===== src/wmcs_pkg.sv =====
// ---------------------------------------------------------------------------
// wmcs_pkg
// Shared types, codes and command strings of the mux command sequencer.
// ---------------------------------------------------------------------------
package wmcs_pkg;

    // Response buffer
    localparam int RESP_DEPTH = 32;
    localparam int RESP_AW    = $clog2(RESP_DEPTH);
    localparam int RESP_CW    = $clog2(RESP_DEPTH + 1);

    // Queue between front and back end
    localparam int Q_DEPTH = 4;
    localparam int Q_AW    = $clog2(Q_DEPTH);
    localparam int Q_CW    = $clog2(Q_DEPTH + 1);

    // Input actions
    localparam logic [1:0] ACT_TICK = 2'd0;
    localparam logic [1:0] ACT_MOD  = 2'd1;
    localparam logic [1:0] ACT_HOST = 2'd2;

    // Result kinds
    localparam logic [1:0] KIND_MOD_BYTE = 2'd0;
    localparam logic [1:0] KIND_PAY_BYTE = 2'd1;
    localparam logic [1:0] KIND_PAY_END  = 2'd2;

    // Characters
    localparam logic [7:0] CH_CR    = 8'd13;
    localparam logic [7:0] CH_LF    = 8'd10;
    localparam logic [7:0] CH_ACK   = 8'h4B;  // 'K'
    localparam logic [7:0] CH_ERR   = 8'h45;  // 'E'
    localparam logic [7:0] CH_ONE   = 8'h31;  // '1'
    localparam logic [7:0] CH_LOW_R = 8'h72;  // 'r'

    typedef enum logic [2:0] {
        STR_HTTP   = 3'd0,  // "1h"
        STR_NOTIFY = 3'd1,  // "W1r"
        STR_READ   = 3'd2,  // "1rb~80"
        STR_SEND   = 3'd3,  // "1sb~"
        STR_ABORT  = 3'd4,  // "1k"
        STR_END    = 3'd5,  // "1e"
        STR_TILDE  = 3'd6   // "~"
    } str_id_t;

    // One queued job: a whole command string or a single result
    typedef struct packed {
        logic       is_str;
        str_id_t    str_id;
        logic [1:0] kind;
        logic [7:0] value;
    } desc_t;

    // Command strings with trailing CR, first character in the lowest byte
    function automatic logic [55:0] str_bytes(str_id_t id);
        logic [55:0] s;
        begin
            s = '0;
            unique case (id)
                STR_HTTP:   s = {32'd0, CH_CR, "h", "1"};
                STR_NOTIFY: s = {24'd0, CH_CR, "r", "1", "W"};
                STR_READ:   s = {CH_CR, "0", "8", "~", "b", "r", "1"};
                STR_SEND:   s = {16'd0, CH_CR, "~", "b", "s", "1"};
                STR_ABORT:  s = {32'd0, CH_CR, "k", "1"};
                STR_END:    s = {32'd0, CH_CR, "e", "1"};
                STR_TILDE:  s = {40'd0, CH_CR, "~"};
                default:    s = '0;
            endcase
            return s;
        end
    endfunction

    function automatic logic [7:0] str_char(str_id_t id, logic [2:0] pos);
        logic [55:0] s;
        begin
            s = str_bytes(id);
            return s[{pos, 3'b000} +: 8];
        end
    endfunction

    // Position of the closing CR
    function automatic logic [2:0] str_last_pos(str_id_t id);
        logic [2:0] p;
        begin
            p = 3'd0;
            unique case (id)
                STR_HTTP:   p = 3'd2;
                STR_NOTIFY: p = 3'd3;
                STR_READ:   p = 3'd6;
                STR_SEND:   p = 3'd4;
                STR_ABORT:  p = 3'd2;
                STR_END:    p = 3'd2;
                STR_TILDE:  p = 3'd1;
                default:    p = 3'd0;
            endcase
            return p;
        end
    endfunction

endpackage


===== src/wmcs_front.sv =====
// ---------------------------------------------------------------------------
// wmcs_front
// Accepts items, runs the exchange state machine and queues result jobs.
// ---------------------------------------------------------------------------
module wmcs_front
    import wmcs_pkg::*;
(
    input  logic       aclk,
    input  logic       aresetn,
    input  logic       accept,
    input  logic [1:0] action,
    input  logic [7:0] data,
    input  logic       final_byte,
    input  logic [7:0] term_char,
    output logic       push,
    output desc_t      push_desc
);

    typedef enum logic [3:0] {
        PH_SET_HTTP  = 4'd0,
        PH_NOTIFY    = 4'd1,
        PH_ACK       = 4'd2,
        PH_WAIT_CONN = 4'd3,
        PH_READ_CMD  = 4'd4,
        PH_PAYLOAD   = 4'd5,
        PH_SEND_CMD  = 4'd6,
        PH_SEND_DATA = 4'd7,
        PH_END       = 4'd8
    } phase_t;

    phase_t             phase_reg, phase_next;
    phase_t             after_ack_reg, after_ack_next;
    logic               error_seen_reg, error_seen_next;
    logic               connect_match_reg, connect_match_next;
    logic [7:0]         payload_count_reg, payload_count_next;
    logic               response_ready_reg, response_ready_next;
    logic [RESP_CW-1:0] response_count_reg, response_count_next;
    logic [RESP_CW-1:0] response_read_reg, response_read_next;
    logic [7:0]         store_mem [RESP_DEPTH];
    logic               store_we;
    logic [RESP_AW-1:0] store_wr_addr;
    logic [RESP_AW-1:0] store_rd_addr;
    logic [7:0]         store_rd_reg;

    // Read the entry that the read pointer holds after this edge
    assign store_wr_addr = response_count_reg[RESP_AW-1:0];
    assign store_rd_addr = aresetn ? response_read_next[RESP_AW-1:0] : '0;

    function automatic desc_t str_job(str_id_t id);
        desc_t d;
        begin
            d        = '0;
            d.is_str = 1'b1;
            d.str_id = id;
            d.kind   = KIND_MOD_BYTE;
            return d;
        end
    endfunction

    always_comb begin
        phase_next          = phase_reg;
        after_ack_next      = after_ack_reg;
        error_seen_next     = error_seen_reg;
        connect_match_next  = connect_match_reg;
        payload_count_next  = payload_count_reg;
        response_ready_next = response_ready_reg;
        response_count_next = response_count_reg;
        response_read_next  = response_read_reg;
        store_we            = 1'b0;
        push                = 1'b0;
        push_desc           = '0;

        if (accept) begin
            unique case (action)
                ACT_TICK: begin
                    unique case (phase_reg)
                        PH_SET_HTTP: begin
                            push           = 1'b1;
                            push_desc      = str_job(STR_HTTP);
                            phase_next     = PH_ACK;
                            after_ack_next = PH_NOTIFY;
                        end
                        PH_NOTIFY: begin
                            push               = 1'b1;
                            push_desc          = str_job(STR_NOTIFY);
                            phase_next         = PH_ACK;
                            after_ack_next     = PH_WAIT_CONN;
                            connect_match_next = 1'b0;
                        end
                        PH_READ_CMD: begin
                            push               = 1'b1;
                            push_desc          = str_job(STR_READ);
                            phase_next         = PH_ACK;
                            after_ack_next     = PH_PAYLOAD;
                            payload_count_next = 8'd0;
                        end
                        PH_SEND_CMD: begin
                            if (response_ready_reg) begin
                                push                = 1'b1;
                                push_desc           = str_job(STR_SEND);
                                response_ready_next = 1'b0;
                                phase_next          = PH_ACK;
                                after_ack_next      = PH_SEND_DATA;
                            end
                        end
                        PH_SEND_DATA: begin
                            push = 1'b1;
                            if (response_read_reg < response_count_reg) begin
                                push_desc.kind     = KIND_MOD_BYTE;
                                push_desc.value    = store_rd_reg;
                                response_read_next = response_read_reg + 1'b1;
                            end else begin
                                push_desc           = str_job(STR_TILDE);
                                response_count_next = '0;
                                response_read_next  = '0;
                                phase_next          = PH_ACK;
                                after_ack_next      = PH_END;
                            end
                        end
                        PH_END: begin
                            push           = 1'b1;
                            push_desc      = str_job(STR_END);
                            phase_next     = PH_SET_HTTP;
                            after_ack_next = PH_SET_HTTP;
                        end
                        default: ;
                    endcase
                end
                ACT_MOD: begin
                    unique case (phase_reg)
                        PH_ACK: begin
                            if (data == CH_ACK) begin
                                phase_next = after_ack_reg;
                            end else if (data == CH_ERR && !error_seen_reg) begin
                                error_seen_next = 1'b1;
                            end else if (error_seen_reg && data == CH_LF) begin
                                // abort and start over
                                error_seen_next = 1'b0;
                                push            = 1'b1;
                                push_desc       = str_job(STR_ABORT);
                                phase_next      = PH_SET_HTTP;
                            end
                        end
                        PH_WAIT_CONN: begin
                            if (!connect_match_reg) begin
                                if (data == CH_ONE) begin
                                    connect_match_next = 1'b1;
                                end
                            end else if (data == CH_LOW_R) begin
                                phase_next = PH_READ_CMD;
                            end
                        end
                        PH_PAYLOAD: begin
                            push = 1'b1;
                            if (data == term_char) begin
                                push_desc.kind  = KIND_PAY_END;
                                push_desc.value = payload_count_reg;
                                phase_next      = PH_SEND_CMD;
                            end else begin
                                push_desc.kind  = KIND_PAY_BYTE;
                                push_desc.value = data;
                                if (payload_count_reg != 8'hFF) begin
                                    payload_count_next = payload_count_reg + 8'd1;
                                end
                            end
                        end
                        default: ;
                    endcase
                end
                ACT_HOST: begin
                    if (response_count_reg < RESP_CW'(RESP_DEPTH)) begin
                        store_we            = 1'b1;
                        response_count_next = response_count_reg + 1'b1;
                    end
                    if (final_byte) begin
                        response_ready_next = 1'b1;
                    end
                end
                default: ;
            endcase
        end
    end

    always_ff @(posedge aclk) begin
        if (!aresetn) begin
            phase_reg          <= PH_SET_HTTP;
            after_ack_reg      <= PH_SET_HTTP;
            error_seen_reg     <= 1'b0;
            connect_match_reg  <= 1'b0;
            payload_count_reg  <= 8'd0;
            response_ready_reg <= 1'b0;
            response_count_reg <= '0;
            response_read_reg  <= '0;
        end else begin
            phase_reg          <= phase_next;
            after_ack_reg      <= after_ack_next;
            error_seen_reg     <= error_seen_next;
            connect_match_reg  <= connect_match_next;
            payload_count_reg  <= payload_count_next;
            response_ready_reg <= response_ready_next;
            response_count_reg <= response_count_next;
            response_read_reg  <= response_read_next;
        end
    end

    always_ff @(posedge aclk) begin
        if (store_we) begin
            store_mem[store_wr_addr] <= data;
        end
        // forward a byte written to the entry that is read next
        if (store_we && store_wr_addr == store_rd_addr) begin
            store_rd_reg <= data;
        end else begin
            store_rd_reg <= store_mem[store_rd_addr];
        end
    end

    a_read_behind_fill: assert property (@(posedge aclk) disable iff (!aresetn)
        response_read_reg <= response_count_reg)
        else $error("response read pointer passed the fill count");

    a_fill_bounded: assert property (@(posedge aclk) disable iff (!aresetn)
        response_count_reg <= RESP_CW'(RESP_DEPTH))
        else $error("response fill count beyond buffer depth");

    a_single_job: assert property (@(posedge aclk) disable iff (!aresetn)
        push |-> accept && action != ACT_HOST)
        else $error("job queued without an accepted tick or module byte");

endmodule


===== src/wmcs_queue.sv =====
// ---------------------------------------------------------------------------
// wmcs_queue
// Short job queue between the front end and the output sequencer.
// ---------------------------------------------------------------------------
module wmcs_queue
    import wmcs_pkg::*;
(
    input  logic  aclk,
    input  logic  aresetn,
    input  logic  push,
    input  desc_t push_desc,
    input  logic  pop,
    output desc_t head,
    output logic  full,
    output logic  empty
);

    desc_t           slot_reg [Q_DEPTH];
    logic [Q_AW-1:0] wr_ptr_reg, rd_ptr_reg;
    logic [Q_CW-1:0] count_reg;

    assign full  = (count_reg == Q_CW'(Q_DEPTH));
    assign empty = (count_reg == '0);
    assign head  = slot_reg[rd_ptr_reg];

    always_ff @(posedge aclk) begin
        if (!aresetn) begin
            wr_ptr_reg <= '0;
            rd_ptr_reg <= '0;
            count_reg  <= '0;
        end else begin
            if (push) begin
                wr_ptr_reg <= (wr_ptr_reg == Q_AW'(Q_DEPTH - 1)) ? '0 : wr_ptr_reg + 1'b1;
            end
            if (pop) begin
                rd_ptr_reg <= (rd_ptr_reg == Q_AW'(Q_DEPTH - 1)) ? '0 : rd_ptr_reg + 1'b1;
            end
            if (push && !pop) begin
                count_reg <= count_reg + 1'b1;
            end else if (pop && !push) begin
                count_reg <= count_reg - 1'b1;
            end
        end
    end

    always_ff @(posedge aclk) begin
        if (push) begin
            slot_reg[wr_ptr_reg] <= push_desc;
        end
    end

    a_no_overflow: assert property (@(posedge aclk) disable iff (!aresetn)
        push |-> !full)
        else $error("push into a full queue");

    a_no_underflow: assert property (@(posedge aclk) disable iff (!aresetn)
        pop |-> !empty)
        else $error("pop from an empty queue");

    a_count_bounded: assert property (@(posedge aclk) disable iff (!aresetn)
        count_reg <= Q_CW'(Q_DEPTH))
        else $error("queue count beyond depth");

endmodule


===== src/wmcs_back.sv =====
// ---------------------------------------------------------------------------
// wmcs_back
// Expands queued jobs into result transfers, one byte per unstalled cycle.
// ---------------------------------------------------------------------------
module wmcs_back
    import wmcs_pkg::*;
(
    input  logic        aclk,
    input  logic        aresetn,
    input  desc_t       head,
    input  logic        head_valid,
    output logic        pop,
    output logic        m_tvalid,
    input  logic        m_tready,
    output logic [15:0] m_tdata,
    output logic [1:0]  m_tuser,
    output logic        m_tlast
);

    logic [2:0]  pos_reg, pos_next;
    logic        valid_reg;
    logic [15:0] data_reg;
    logic [1:0]  user_reg;
    logic        last_reg;
    logic        out_free;
    logic        job_last;
    logic [7:0]  byte_out;
    logic [7:0]  length_out;

    assign out_free = !valid_reg || m_tready;
    assign job_last = !head.is_str || (pos_reg == str_last_pos(head.str_id));
    assign pop      = out_free && head_valid && job_last;

    always_comb begin
        byte_out   = 8'd0;
        length_out = 8'd0;
        if (head.is_str) begin
            byte_out = str_char(head.str_id, pos_reg);
        end else if (head.kind == KIND_PAY_END) begin
            length_out = head.value;
        end else begin
            byte_out = head.value;
        end
        pos_next = pos_reg;
        if (out_free && head_valid) begin
            pos_next = job_last ? 3'd0 : pos_reg + 3'd1;
        end
    end

    always_ff @(posedge aclk) begin
        if (!aresetn) begin
            pos_reg   <= 3'd0;
            valid_reg <= 1'b0;
        end else begin
            pos_reg <= pos_next;
            if (out_free) begin
                valid_reg <= head_valid;
            end
        end
    end

    always_ff @(posedge aclk) begin
        if (out_free && head_valid) begin
            data_reg <= {length_out, byte_out};
            user_reg <= head.kind;
            last_reg <= job_last;
        end
    end

    assign m_tvalid = valid_reg;
    assign m_tdata  = data_reg;
    assign m_tuser  = user_reg;
    assign m_tlast  = last_reg;

    a_mid_string_has_job: assert property (@(posedge aclk) disable iff (!aresetn)
        pos_reg != 3'd0 |-> head_valid && head.is_str)
        else $error("string position advanced without a string job");

    a_pos_in_string: assert property (@(posedge aclk) disable iff (!aresetn)
        pos_reg != 3'd0 |-> pos_reg <= str_last_pos(head.str_id))
        else $error("string position beyond closing CR");

    a_last_pops: assert property (@(posedge aclk) disable iff (!aresetn)
        out_free && head_valid && !job_last |=> head_valid && pos_reg != 3'd0)
        else $error("string job dropped before its CR");

endmodule


===== src/wifi_mux_command_sequencer.sv =====
// ---------------------------------------------------------------------------
// wifi_mux_command_sequencer
// Mux command exchange for a serial WiFi module, front end plus byte sequencer.
// ---------------------------------------------------------------------------
// Each input transfer is a tick, a byte from the module or a host response
// byte. The front end takes one transfer per clock while its four-entry job
// queue has room and updates the exchange state in that same cycle; a tick or
// module byte that calls for output queues one job (a command string ending
// in CR, one buffered response byte, one payload byte or a payload end
// marker). The back end drains the queue at one output transfer per clock
// while m_tready is high; most items have none or one result, "~" CR has 2,
// a command string 3 to 7, the longest being "1rb~80" CR. The first result
// of an item passes through the job queue and then the output register.
// The output byte rate of the back end sets sustained throughput; the
// output register holds a result while m_tready is low, and the front end
// keeps taking transfers until the queue fills. m_tlast marks the last
// result of an item. term_char is loaded through the cfg channel, always
// ready; the user must load it only while idle, the block does not enforce it.
// ---------------------------------------------------------------------------
module wifi_mux_command_sequencer
    import wmcs_pkg::*;
(
    input  logic        aclk,
    input  logic        aresetn,

    // Configuration: term_char
    input  logic        cfg_valid,
    output logic        cfg_ready,
    input  logic [7:0]  cfg_data,

    // Input items
    input  logic        s_tvalid,
    output logic        s_tready,
    input  logic [7:0]  s_tdata,   // [7:0] data
    input  logic [1:0]  s_tuser,   // [1:0] action
    input  logic        s_tlast,   // final_byte

    // Results
    output logic        m_tvalid,
    input  logic        m_tready,
    output logic [15:0] m_tdata,   // [7:0] byte_out, [15:8] payload_length
    output logic [1:0]  m_tuser,   // [1:0] kind
    output logic        m_tlast    // run_last
);

    logic [7:0] term_char_reg;
    logic       accept;
    logic       push;
    desc_t      push_desc;
    desc_t      head;
    logic       q_full;
    logic       q_empty;
    logic       pop;

    // Register write: always accept
    assign cfg_ready = 1'b1;

    always_ff @(posedge aclk) begin
        if (!aresetn) begin
            term_char_reg <= 8'd0;
        end else if (cfg_valid) begin
            term_char_reg <= cfg_data;
        end
    end

    // Hold input while the job queue is full
    assign s_tready = !q_full;
    assign accept   = s_tvalid && s_tready;

    wmcs_front u_front (
        .aclk       (aclk),
        .aresetn    (aresetn),
        .accept     (accept),
        .action     (s_tuser),
        .data       (s_tdata),
        .final_byte (s_tlast),
        .term_char  (term_char_reg),
        .push       (push),
        .push_desc  (push_desc)
    );

    wmcs_queue u_queue (
        .aclk      (aclk),
        .aresetn   (aresetn),
        .push      (push),
        .push_desc (push_desc),
        .pop       (pop),
        .head      (head),
        .full      (q_full),
        .empty     (q_empty)
    );

    // Advance through the head job one byte per output transfer
    wmcs_back u_back (
        .aclk       (aclk),
        .aresetn    (aresetn),
        .head       (head),
        .head_valid (!q_empty),
        .pop        (pop),
        .m_tvalid   (m_tvalid),
        .m_tready   (m_tready),
        .m_tdata    (m_tdata),
        .m_tuser    (m_tuser),
        .m_tlast    (m_tlast)
    );

endmodule


===== config.mk =====
export PLATFORM = sky130hd
export DESIGN_NAME = wifi_mux_command_sequencer
export DESIGN_NICKNAME = d
export VERILOG_FILES = /design/src/wmcs_pkg.sv /design/src/wmcs_front.sv /design/src/wmcs_queue.sv /design/src/wmcs_back.sv /design/src/wifi_mux_command_sequencer.sv
export SDC_FILE = /design/constraint.sdc
export NUM_CORES = 1
export LEC_CHECK = 0
export ABC_CLOCK_PERIOD_IN_PS = 3000
export BUFFER_PORTS_ARGS = -buffer_cell sky130_fd_sc_hd__buf_2
export CELL_PAD_IN_SITES_DETAIL_PLACEMENT = 0
export CELL_PAD_IN_SITES_GLOBAL_PLACEMENT = 1
export CORE_ASPECT_RATIO = 1.4
export CORE_MARGIN = 2
export CORE_UTILIZATION = 48
export DETAILED_ROUTE_END_ITERATION = 10
export GPL_TIMING_DRIVEN = 0
export PLACE_DENSITY = 0.74
export REMOVE_ABC_BUFFERS = 1
export SETUP_SLACK_MARGIN = 0.2
export SLEW_MARGIN = 0
export SYNTH_ARGS = -nofsm -noshare
export SYNTH_HDL_FRONTEND = slang
export SYNTH_SLANG_ARGS = --single-unit
export TNS_END_PERCENT = 10

===== constraint.sdc =====
create_clock -name aclk -period 3 [get_ports aclk]
set_input_delay 0.6 -clock aclk [delete_from_list [all_inputs] [get_ports aclk]]
set_output_delay 0.6 -clock aclk [all_outputs]
set_load 0.03 [all_outputs]

-- Word-level counts from Yosys, hierarchy flattened
Memory sizes are Yosys's and may differ from the RTL's. A register that Yosys moved wholly into a read port is not among the register bits.
Index checks and enable logic that the tools add are counted.
- bits in registers: 69
- bits in latches: 0
- bits in writable memories: 312
- bits in read-only memories: 0
- bits of input ports: 24
- output and inout port bits: 22
- logic and storage cells: 198
- memories kept: 2
- memory list (memory ; depth ; width ; read ports ; clocked after memory_dff ; write ports ; line ; RTL):
    u_front.store_mem ; 32 ; 8 ; 1 ; 1 ; 1 ; wmcs_front.sv:39 ; logic [7:0] store_mem [RESP_DEPTH];
    u_queue.slot_reg ; 4 ; 14 ; 1 ; 1 ; 1 ; wmcs_queue.sv:18 ; desc_t slot_reg [Q_DEPTH];
- $add $sub $neg: 8
- $mul: 0
- divide/modulo/power cells: 0
- magnitude comparators: 2
- equality and inequality tests: 50
- shift operators: 1
- muxes and demuxes: 77
- bitwise gates (word level): 2
- reduce and logical (&&, ||, !) cells: 37
- operators with widths (kind ; count):
    $pmux 52 s7 ; 1
    $pmux 14 s6 ; 1
    $mux 14 ; 5
    $mux 56 ; 1
    $mux 8 ; 7
    $shiftx 56x7->8 ; 1
    $mux 4 ; 12
    $pmux 14 s2 ; 1
    $eq 8x7->1 const B ; 3
    $mux 6 ; 4
    $pmux 4 s6 ; 1
    $mux 1 ; 20
    $mux 5 ; 4
    $pmux 10 s2 ; 1
    $ne 2x2->1 const B ; 9
    $eq 4x3->1 const B ; 4
    $pmux 4 s4 ; 1
    $pmux 8 s2 ; 1
    $pmux 3 s5 ; 1
    $reduce_and 5->1 ; 3
    $add 6x1->6 const B ; 2
    $eq 3x3->1 const B ; 4
    $ne 3x2->1 const B ; 4
    $pmux 4 s3 ; 1
    45 further kinds ; 85

-- Logic depth before layout (Yosys ltp)
- word-level depth: 12
- mapped depth: 14
- gate-level depth less buffers: 12

-- Cells and area by module
From an unflattened synthesis, not the netlist that was laid out.
- cells, all modules: 1034
- area, all modules: 16444.5 um^2
- by module, submodules not included (module ; instances ; cells an instance ; area an instance (um^2) ; sequential area each (um^2)):
    wmcs_front ; 1 ; 747 ; 12181.7 ; 8308.0
    wmcs_queue ; 1 ; 117 ; 2506.2 ; 1861.8
    wmcs_back ; 1 ; 140 ; 1430.1 ; 650.6
    wifi_mux_command_sequencer ; 1 ; 30 ; 326.6 ; 160.2

-- Least setup slack after synthesis
OpenSTA, ideal clock, no wires.
- path type: input to register
- from: in s_tuser[0]
- to: reg u_queue.count_reg[2]
- setup time: 76 ps
- arrival: 3115 ps
- slack: -190 ps
- stages on the path: 11
- buffers on the path: 1
- cell sequence: clkbuf_1 > nor2b_1 > and3_1 > nand3_1 > a31oi_1 > ha_1 > inv_1 > fa_1 > xor2_1 > or3_1 > a21boi_0
- cells in the longest elaborated chain, start to end: 6
- elaborated cells on any way between the ends: 9
- classes of those cells: eq/ne: 1; mux: 3; reduce/logical: 5
- ends and longest elaborated chain (item ; line ; RTL):
    start, declared ; wifi_mux_command_sequencer.sv:35 ; input logic [1:0] s_tuser,
    $eq 2x1->1 / $logic_not 2->1 (equally long branches) ; wmcs_front.sv:74 ; unique case (action)
    $pmux 1 s2 (*) ; wmcs_front.sv:74 ;
    $mux 1 (*) ; wmcs_front.sv:73 ; if (accept) begin
    named net push ; wifi_mux_command_sequencer.sv:48 ; logic push;
    $logic_not 1->1 ; wmcs_queue.sv:40 ; end else if (pop && !push) begin
    $logic_and 1x1->1 ; wmcs_queue.sv:40 ;
    $reduce_bool 2->1 (no line) ; n/a ;
    end signal, assigned ; wmcs_queue.sv:39 ; count_reg <= count_reg + 1'b1;
    end signal, assigned ; wmcs_queue.sv:41 ; count_reg <= count_reg - 1'b1;
    end, declared ; wmcs_queue.sv:20 ; logic [Q_CW-1:0] count_reg;
The timed path passes the listed nets; every way through them passes the cells marked *.
A chain may end at the register's enable or synchronous reset.

-- Worst setup path in the final report
- from: reg u_queue.count_reg[0]
- to: mem u_front.store_mem[28][2], enable pin
- cells in the longest elaborated chain, start to end: 6
- ends and longest elaborated chain (item ; line ; RTL):
    $eq 3x3->1 ; wmcs_queue.sv:22 ; assign full = (count_reg == Q_CW'(Q_DEPTH));
    $logic_not 1->1 ; wifi_mux_command_sequencer.sv:67 ; assign s_tready = !q_full;
    $logic_and 1x1->1 ; wifi_mux_command_sequencer.sv:68 ; assign accept = s_tvalid && s_tready;
    $mux 1 ; wmcs_front.sv:73 ;
    $mux 1 ; wmcs_front.sv:207 ; if (store_we) begin
    $mux 1 (implied by the code) ; wmcs_front.sv:208 ; store_mem[store_wr_addr] <= data;
    end, declared ; wmcs_front.sv:39 ;
No other way between the ends.

==> flow_summary.json <==
{
  "status": "complete, no violations",
  "max_freq_mhz": 344.7,
  "leakage_nw": 5.939,
  "final_core_util": 0.5522,
  "synth-async-reset-ratio": 0,
  "ant_nets": 0,
  "use_met1": 0.2269,
  "critPathKind": "reg2reg",
  "hpwl_um": 21830,
  "final_max_slew_viol_count": 0,
  "core_mm2": 0.03331,
  "syn_area_mm2": 0.01624,
  "dieArea_mm2": 0.03533,
  "worst_setup_path_start_kind": "flop",
  "post-route-period-util": 0.9670,
  "final_common_cell": "edfxtp_1",
  "clk_pin_slew_ns": 0.06,
  "final_cell_mix": "331 x edfxtp_1, 86 x mux4_2, 61 x nor2_1",
  "busiest_layer": "met2",
  "synth_seq_cells": 383,
  "fp.dieH_um": 221.6,
  "ir_worst_vdd_uv": 393.9,
  "tightestPinTransition_ns": 0.9593,
  "portBuffers": 44,
  "fin_worst_skew_ns": 0.02091,
  "syn-instance-count": 1009,
  "grt_pass1_vias": 8922,
  "syn_area_per_cell_um2": 16.09,
  "antennaDiodeCount": 0,
  "area_growth_syn_to_layout_pct": 13.29,
  "place_area_mm2": 0.01685,
  "setup_violations": 0,
  "wl_um": 34030,
  "maxCapViolations": 0,
  "finalPower_mw": 12.14,
  "ios": 46,
  "nFillCells": 2676,
  "clock_latency_ns": 0.54,
  "vias": 8832,
  "synth_cell_types": 63,
  "grt.total_usage": 0.1941,
  "clock_path_buffers": 3,
  "drtPass1Iterations": 5,
  "routed_via_density": 5.743,
  "worstPathArrival_ns": 3.05,
  "synth-edff-count": 331,
  "p_per_area_mw_per_mm2": 660.1,
  "period_needed_ns": 2.901,
  "critPathMaxFanout": 8,
  "grtUsageMet3": 0.02750,
  "relSlewSlack": 0.3550,
  "place.gp.congestion": 0.8481,
  "ys_seq_area_frac": 0.6763,
  "placed_cells": 1450,
  "hold_slack_ns": 0.3194,
  "final_cell_area_mm2": 0.01839,
  "drc": 0,
  "grt_setup_unrepaired": "yes",
  "final_cells": 1538,
  "crit_start": "u_queue.count_reg[0]",
  "use_met2": 0.3582,
  "rr_startpoint": "u_queue.count_reg[0]",
  "die_w_um": 159.4,
  "cts_hold_buf": 0,
  "synthFlopType": "edfxtp_1",
  "start_util": 0.4874,
  "hold_path.class": "in2reg",
  "cts_buffers": 38,
  "layout.nets": 1108,
  "htree_levels": 2,
  "grt_antenna_before_repair": 0,
  "rows": 79,
  "worstHoldStart": "cfg_data[7]",
  "post_drt_wl_per_cell_um": 22.12,
  "grt_pass1_wl_um": 52060,
  "layout-drive-gt1-share": 0.2315,
  "required_ns": 3.15,
  "yosysWarningCount": 0,
  "hold_viol": 0,
  "globalRouteOverflowTotal": 0,
  "clock-sinks": 383,
  "endpoint_kind": "flop",
  "tritoncts": "yes",
  "rrSetupSlack_ns": 0.1,
  "largest_reg_flops": 256,
  "grt_max_degree": 53,
  "cts_root_buf": "clkbuf_16",
  "drtIter0Drc": 823
}
## path summary, 6_finish.rpt
kind / end / depth (start not counted)
worst max-delay path: u_front.store_mem[28][2] / 6
worst max register to register: u_front.store_mem[28][2] / 6
worst min register to register: u_front.after_ack_reg[2] / 2
worst min-delay path: term_char_reg[7] / 3
## critical path, cell delays in order, from the launching register on
cell	delay, ns
dfxtp_1	0.41
or3b_2	0.22
nand2_1	0.16
nor2_1	0.33
and3_1	0.32
nand2_1	0.34
nor2_1	0.74
## what timing repair did
item,in CTS,in global routing
pin swaps,2,3
setup buffers,18,2
resized for setup,27,26
endpoints found under the setup margin,354,317
gates cloned,0,0
## routing by layer
| layer | part of all wire | up-vias |
|---|---|---|
| met3 | 0.037 | 68 |
| met2 | 0.55 | 215 |
| met1 | 0.38 | 4503 |
| met4 | 0.035 | 0 |
| met5 | 0 | - |
| li1 | - | 4046 |
## synth_stat cells (2+ instances only)
master	n	area (um^2)
edfxtp_1	331	9940
nand2b_1	13	81.33
a2111oi_0	2	17.52
o21ai_0	23	115.1
or2_2	4	25.02
mux4_2	86	1937
inv_1	19	71.32
xor2_1	20	175.2
a22oi_1	3	22.52
a21oi_1	40	200.2
nor2b_1	18	112.6
o21a_1	3	22.52
a41o_1	2	20.02
a211o_1	2	17.52
o31ai_1	5	37.54
nand4b_1	3	26.28
and3_1	6	37.54
buf_1	3	11.26
nor4b_1	3	26.28
nand4bb_1	2	22.52
dfxtp_1	52	1041
mux2_2	2	22.52
a21o_1	5	37.54
nor3_1	4	20.02
nand2_1	58	217.7
nor2_1	77	289.0
xnor2_1	4	35.03
nor4_1	5	31.28
clkbuf_1	32	120.1
nand3_1	17	85.08
mux2i_1	53	530.5
or4_1	4	30.03
nand4_1	10	62.56
buf_2	13	65.06
o22ai_1	11	68.82
and2_1	15	93.84
a21boi_0	11	82.58
or3_1	4	25.02
a31oi_1	2	12.51
ha_1	18	225.2
a211oi_1	2	15.01
## area by class of cell
cell class | instances | area, um^2 | share of cell area
Clock inverter | 17 | 121.4 | 0.006598
Tap cell | 445 | 556.8 | 0.03027
Multi-Input combinational cell | 556 | 5112 | 0.2779
Sequential cell | 383 | 11000 | 0.5983
Inverter | 20 | 75.07 | 0.004081
Timing Repair Buffer | 66 | 462.9 | 0.02517
Clock buffer | 51 | 1061 | 0.05768
## per-stage QoR
step / setup WS (ns) / TNS (ns)
after floorplan: -1.340 / -75.41
after global placement: -2.948 / -210.86
after detailed placement: -0.9268 / -68.78
after CTS: 0.03274 / 0
after global routing: -0.01398 / -0.1760
final: 0.09910 / 0
## kinds of logic (layout without fill, tap and decap cells)
logic type	Yosys count	after routing	share of synthesized area
buf+inv	70	154	0.01788
xor+xnor	24	24	0.01295
simple gates	251	251	0.07799
mux	141	141	0.1533
other cells	1	1	0.0002310
compound gates	120	120	0.04624
flops	383	383	0.6763
fa+ha+maj	19	19	0.01510
## power breakdown
part	internal (mW)	total, mW	switching (mW)
sequential	6.04	6.15	0.112
combinational	0.517	1.49	0.977
clock	2.57	4.50	1.92
Note: power is estimated with default switching activity, not from simulation.
